`config.mk`:
```
export PLATFORM = sky130hd
export DESIGN_NAME = fmd_ctrl
export DESIGN_NICKNAME = d
export VERILOG_FILES = /design/src/hdl/fmd_pkg.sv /design/src/hdl/fmd_ctrl.sv
export SDC_FILE = /design/constraint.sdc
export NUM_CORES = 1
export LEC_CHECK = 0
export ABC_AREA = 1
export BUFFER_PORTS_ARGS = -buffer_cell sky130_fd_sc_hd__buf_4
export CORE_AREA = 4 4 41 43
export CTS_CLUSTER_SIZE = 14
export DETAILED_ROUTE_END_ITERATION = 8
export DIE_AREA = 0 0 45 47
export SYNTH_ARGS = -nofsm -noshare
export SYNTH_HDL_FRONTEND = slang
export SYNTH_SLANG_ARGS = --single-unit
```
`constraint.sdc`:
```
create_clock -name clk -period 2.5 [get_ports clk]
set_input_delay 0.125 -clock clk [delete_from_list [all_inputs] [get_ports clk]]
set_output_delay 0.125 -clock clk [all_outputs]
set_load 0.01 [all_outputs]
```
`src/hdl/fmd_pkg.sv`:
```
// Shared types and constants for the footprint mask dilation block.
`default_nettype none
package fmd_pkg;

    localparam int MAP_W    = 256;
    localparam int MAP_H    = 256;
    localparam int MAX_HALF = 15;

    localparam int COL_W      = $clog2(MAP_W);
    localparam int ROW_W      = $clog2(MAP_H);
    localparam int HALF_W     = 4;
    localparam int SIZE_W     = 9;
    localparam int CFG_IDX_W  = 2;
    localparam int CFG_DATA_W = 9;

    localparam logic [CFG_IDX_W-1:0] CFG_HALF_X = 2'd0;
    localparam logic [CFG_IDX_W-1:0] CFG_HALF_Z = 2'd1;
    localparam logic [CFG_IDX_W-1:0] CFG_MAP_W  = 2'd2;
    localparam logic [CFG_IDX_W-1:0] CFG_MAP_H  = 2'd3;

    localparam logic CMD_WRITE = 1'b0;
    localparam logic CMD_QUERY = 1'b1;

    typedef struct packed {
        logic             command;
        logic [COL_W-1:0] col;
        logic [ROW_W-1:0] row;
        logic             struct_bit;
        logic             water_bit;
    } req_t;

    typedef struct packed {
        logic struct_hit;
        logic water_hit;
        logic status;
    } rsp_t;

    typedef enum logic [2:0] {
        ST_IDLE,
        ST_CHECK,
        ST_WR_READ,
        ST_WR_MODIFY,
        ST_ROW_READ,
        ST_ROW_ACC,
        ST_FINISH
    } state_t;

    typedef struct packed {
        logic load_item;
        logic setup;
        logic rd_item_row;
        logic rd_scan_row;
        logic wr_row;
        logic accumulate;
        logic emit;
    } dp_cmd_t;

    typedef struct packed {
        logic out_of_map;
        logic is_query;
        logic last_row;
        logic out_slot_free;
    } dp_status_t;

endpackage
`default_nettype wire

```
`src/hdl/fmd_ctrl.sv`:
```
// Sequencer for writes and footprint scans.
`default_nettype none
module fmd_ctrl
    import fmd_pkg::*;
(
    input  wire logic       clk,
    input  wire logic       rst_n,
    input  wire logic       req_valid,
    output logic            req_ready,
    input  wire dp_status_t status,
    output dp_cmd_t         cmd
);

    state_t state_reg;
    state_t state_next;

    always_ff @(posedge clk or negedge rst_n)
    begin
        if (!rst_n)
        begin
            state_reg <= ST_IDLE;
        end
        else
        begin
            state_reg <= state_next;
        end
    end

    always_comb
    begin
        state_next = state_reg;
        case (state_reg)
            ST_IDLE:
            begin
                if (req_valid)
                begin
                    state_next = ST_CHECK;
                end
            end
            ST_CHECK:
            begin
                if (status.out_of_map)
                begin
                    state_next = ST_FINISH;
                end
                else if (status.is_query)
                begin
                    state_next = ST_ROW_READ;
                end
                else
                begin
                    state_next = ST_WR_READ;
                end
            end
            ST_WR_READ:   state_next = ST_WR_MODIFY;
            ST_WR_MODIFY: state_next = ST_FINISH;
            ST_ROW_READ:  state_next = ST_ROW_ACC;
            ST_ROW_ACC:
            begin
                state_next = status.last_row ? ST_FINISH : ST_ROW_READ;
            end
            ST_FINISH:
            begin
                if (status.out_slot_free)
                begin
                    state_next = ST_IDLE;
                end
            end
            default:      state_next = ST_IDLE;
        endcase
    end

    always_comb
    begin
        req_ready = 1'b0;
        cmd       = '0;
        case (state_reg)
            ST_IDLE:
            begin
                req_ready     = 1'b1;
                cmd.load_item = req_valid;
            end
            ST_CHECK:     cmd.setup       = 1'b1;
            ST_WR_READ:   cmd.rd_item_row = 1'b1;
            ST_WR_MODIFY: cmd.wr_row      = 1'b1;
            ST_ROW_READ:  cmd.rd_scan_row = 1'b1;
            ST_ROW_ACC:   cmd.accumulate  = 1'b1;
            ST_FINISH:    cmd.emit        = status.out_slot_free;
            default:      cmd             = '0;
        endcase
    end

endmodule
`default_nettype wire

```
==> out/results.env <==
OUTCOME='complete, no violations'
SYNTH.YOSYS.SEQ_AREA_SHARE=0.261
CLKSINKCOUNT=3
MAXCAPVIOLCOUNT=0
START_UTIL=0.221
PWR_PER_CELL_AREA_nW_PER_UM2=1220
LARGEST_REG_FLOPS=3
DIEHEIGHT_UM=47
DPL.HPWL_UM=540
FINAL_MIN_PERIOD_OVER_CLOCK_PERIOD=0.567
ROUTE.DETAILED.WL_PER_INST_UM=9.83
ARRIVAL_NS=1.29
PORT_BUFFERS=14
BOUNDARYPINS=15
SYNTH_TOP_CELLS_BY_COUNT='9 x sky130_fd_sc_hd__inv_1, 7 x sky130_fd_sc_hd__nor2_1, 6 x sky130_fd_sc_hd__nand2_1'
PLACED_CELLS_INCL_TAPS=67
ROWS=13
HTREEDEPTH=1
FINALSETUPTNS_NS=0
CRITICAL_PATH.STARTPOINT='state_reg[2]$_DFFE_PN0P_'
MAPPED_CELL_AREA_UM2=288
FIRST_ITER_VIOLATIONS=10
SYNTHARSTFLOPSHARE=1.00
GLOBALROUTETOTALUTIL=0.0817
OVERFLOW=0
CRIT-REG2REG-LAUNCH='state_reg[2]$_DFFE_PN0P_'
SYNTH_AREA_LEADERS='sky130_fd_sc_hd__dfrtp_1 26%, sky130_fd_sc_hd__inv_1 12%, sky130_fd_sc_hd__buf_6 12%'
WORST-PATH-MAX-FANOUT=8
ANT_NETS=0
REMAINING_ROUTING_DRC_VIOLATIONS=0
GRT_FIRST_PASS_WIRELENGTH_UM=1190
POWER_LEAKAGE_nW=0.236
FINAL_NETS=65
SYNTHESIS.INSTANCES=41
LAUNCH_POINT_OF_THE_WORST_HOLD_PATH='status[3]'
CLK_TRANSITION_REPORTED_PATHS_NS=0.04
ANTENNA_FOUND_INITIAL=0
SYNTHDOMINANTAREACELLTYPE='sky130_fd_sc_hd__dfrtp_1'
TRITONCTS.NUM_BUFFERS=3
MULTI_INPUT_AREA_UM2=135
FINAL.MIN_CLOCK_PERIOD_NS=1.42
FIRST_GLOBAL_VIAS=284
WORST_PIN_SLEW_NS=0.436
DIE_WIDTH_UM=45
UNREPAIRED_SETUP_ENDPOINTS_AFTER_GLOBAL_ROUTING='no'
POST-SYNTH-TOP-COUNT-CELL='sky130_fd_sc_hd__inv_1'
SETUP_SLACK_NS=1.08
SYNTH_FLOP_CELL='sky130_fd_sc_hd__dfrtp_1'
CRIT_PATH_END_KIND='output port'
CLK_ROOT_BUFFER_CELL='sky130_fd_sc_hd__clkbuf_4'
FP.DIEAREA_UM2=2120
YOSYS.AREA.TOP_TYPE_SHARE=0.261
SETUP_VIOLATIONS=0
FINALHOLDVIOLATIONS=0
CRITICAL_PATH.STARTPOINT_TYPE='register'
NUMBER_OF_STANDARD_CELLS_IN_THE_LAYOUT_TAPS_IN_AND_FILLERS_OUT=72
INSERTION_DELAY_NS=0.23
SLEW_VIOLATIONS=0
AREA.SEQUENTIAL_UM2=75.1
FINALWIRELENGTH_UM=708
HOLDCRITPATHCLASS='in2reg'
DETAILROUTE.VIA_COUNT=308
FIN_SKEW_NS=0.000703
SYNTH.DISTINCT_CELLS=14
FLOORPLAN.CORE_AREA_UM2=1300
SYNTH.FF_LATCH_COUNT=3
POST-CTS-SETUP-BUFFERS=0
MAX-VDD-IR-DROP_mV=0.376
CRIT_TYPE='reg2out'
P_TOTAL_uW=507
CLOCKBUFFERDEPTH=2
PIN_COUNT_OF_THE_BIGGEST_NET_ENTERING_GLOBAL_ROUTING=10
NUM-FILL-CELLS=162
WORST-ENDPOINT-REQUIRED_NS=2.38
SYNTH_ENABLE_FLOP_CELLS=0
TRITONCTS='done'
DETAIL_ROUTE.FIRST_PASS.ITERATIONS=4
LAYOUT-AREA-OVERHEAD-VS-SYNTH_PCT=43.9
NUM_ANTENNA_CELLS=0
ROUTED_VIA_DENSITY=4.28
MAPPEDNETLISTNETS=48
ACHIEVABLE-FREQUENCY_MHz=706
PLACE.GP.CONGESTION=0.764
DP_SLACK_NS=1.33
DRIVE_ABOVE_1_SHARE=0.386
AVGSYNTHCELLAREA_UM2=7.02
SLEW_HEADROOM=0.710
YOSYSWARNINGCOUNT=0
-- repair_timing --
action,4_1_cts,5_1_grt
gates resized for setup,0,0
endpoints found under the hold margin,3,0
hold buffers,1,0
-- metrics by stage --
stage | cell area (µm²) | util | hold WS (ns)
finish | 414 | 0.318 | 0.129
global route | 414 | 0.318 | 0.150
CTS | 414 | 0.318 | 0.128
detailed placement | 378 | 0.290 | -0.0854
global placement | 378 | 0.290 | -0.0853
floorplan | 288 | - | -0.171
-- power by group --
part / total (mW) / internal [mW] / leakage (nW) / switching [mW]
clock: 0.0834 / 0.0597 / 0.0150 / 0.0237
combinational: 0.261 / 0.129 / 0.185 / 0.131
sequential: 0.163 / 0.0736 / 0.0363 / 0.0892
total: 0.507 / 0.263 / 0.236 / 0.244
-- worst paths after layout --
| path | to | slack, ns | cells past startpoint |
|---|---|---|---|
| max in group asynchronous | state_reg[0]$_DFFE_PN0P_ | 2.19 | 2 |
| hold reg to reg | state_reg[1]$_DFFE_PN0P_ | 0.81 | 2 |
| min in group asynchronous | state_reg[2]$_DFFE_PN0P_ | 0.22 | 2 |
| setup reg to reg | state_reg[2]$_DFFE_PN0P_ | 1.41 | 5 |
| hold / removal | state_reg[2]$_DFFE_PN0P_ | 0.13 | 3 |
| setup / recovery | cmd[3] | 1.08 | 5 |
-- critical path, cell delays in order (launching register included) --
cell,delay (ns)
sky130_fd_sc_hd__dfrtp_1,0.57
sky130_fd_sc_hd__inv_2,0.07
sky130_fd_sc_hd__nor2_1,0.12
sky130_fd_sc_hd__inv_1,0.07
sky130_fd_sc_hd__nor2_1,0.09
sky130_fd_sc_hd__buf_4,0.13
-- layout by cell type (no fill, tap or decap), drive strengths merged --
cell type	Yosys	final
buf	3	14
inv	11	11
nor2	7	7
nand2	6	6
nand3	4	4
clkbuf	0	4
dfrtp	3	3
nor3	3	3
nand4	2	2
nor4	1	1
o21ai	1	1
dlygate4sd3	0	1
-- per-layer routing --
layer	global-route usage	share of wire	up-vias
li1	-	-	158
met2	0.116	0.43	13
met3	0.0230	0.095	2
met5	0	0	-
met4	0.0702	0.011	0
met1	0.101	0.46	135
-- cell type report --
class,instances,area share
clock buffer,4,0.0634
inverter,11,0.106
multi-input combinational,24,0.326
sequential,3,0.181
tap,15,0.0453
timing repair buffer,15,0.278
-- cell families (layout without fill, tap and decap cells) --
family | Yosys count | in the layout | share of synthesized area
compound gates | 1 | 1 | 0.0174
buf+inv | 14 | 30 | 0.270
simple gates | 23 | 23 | 0.452
flops | 3 | 3 | 0.261
Note: power is estimated with default switching activity, not from simulation.
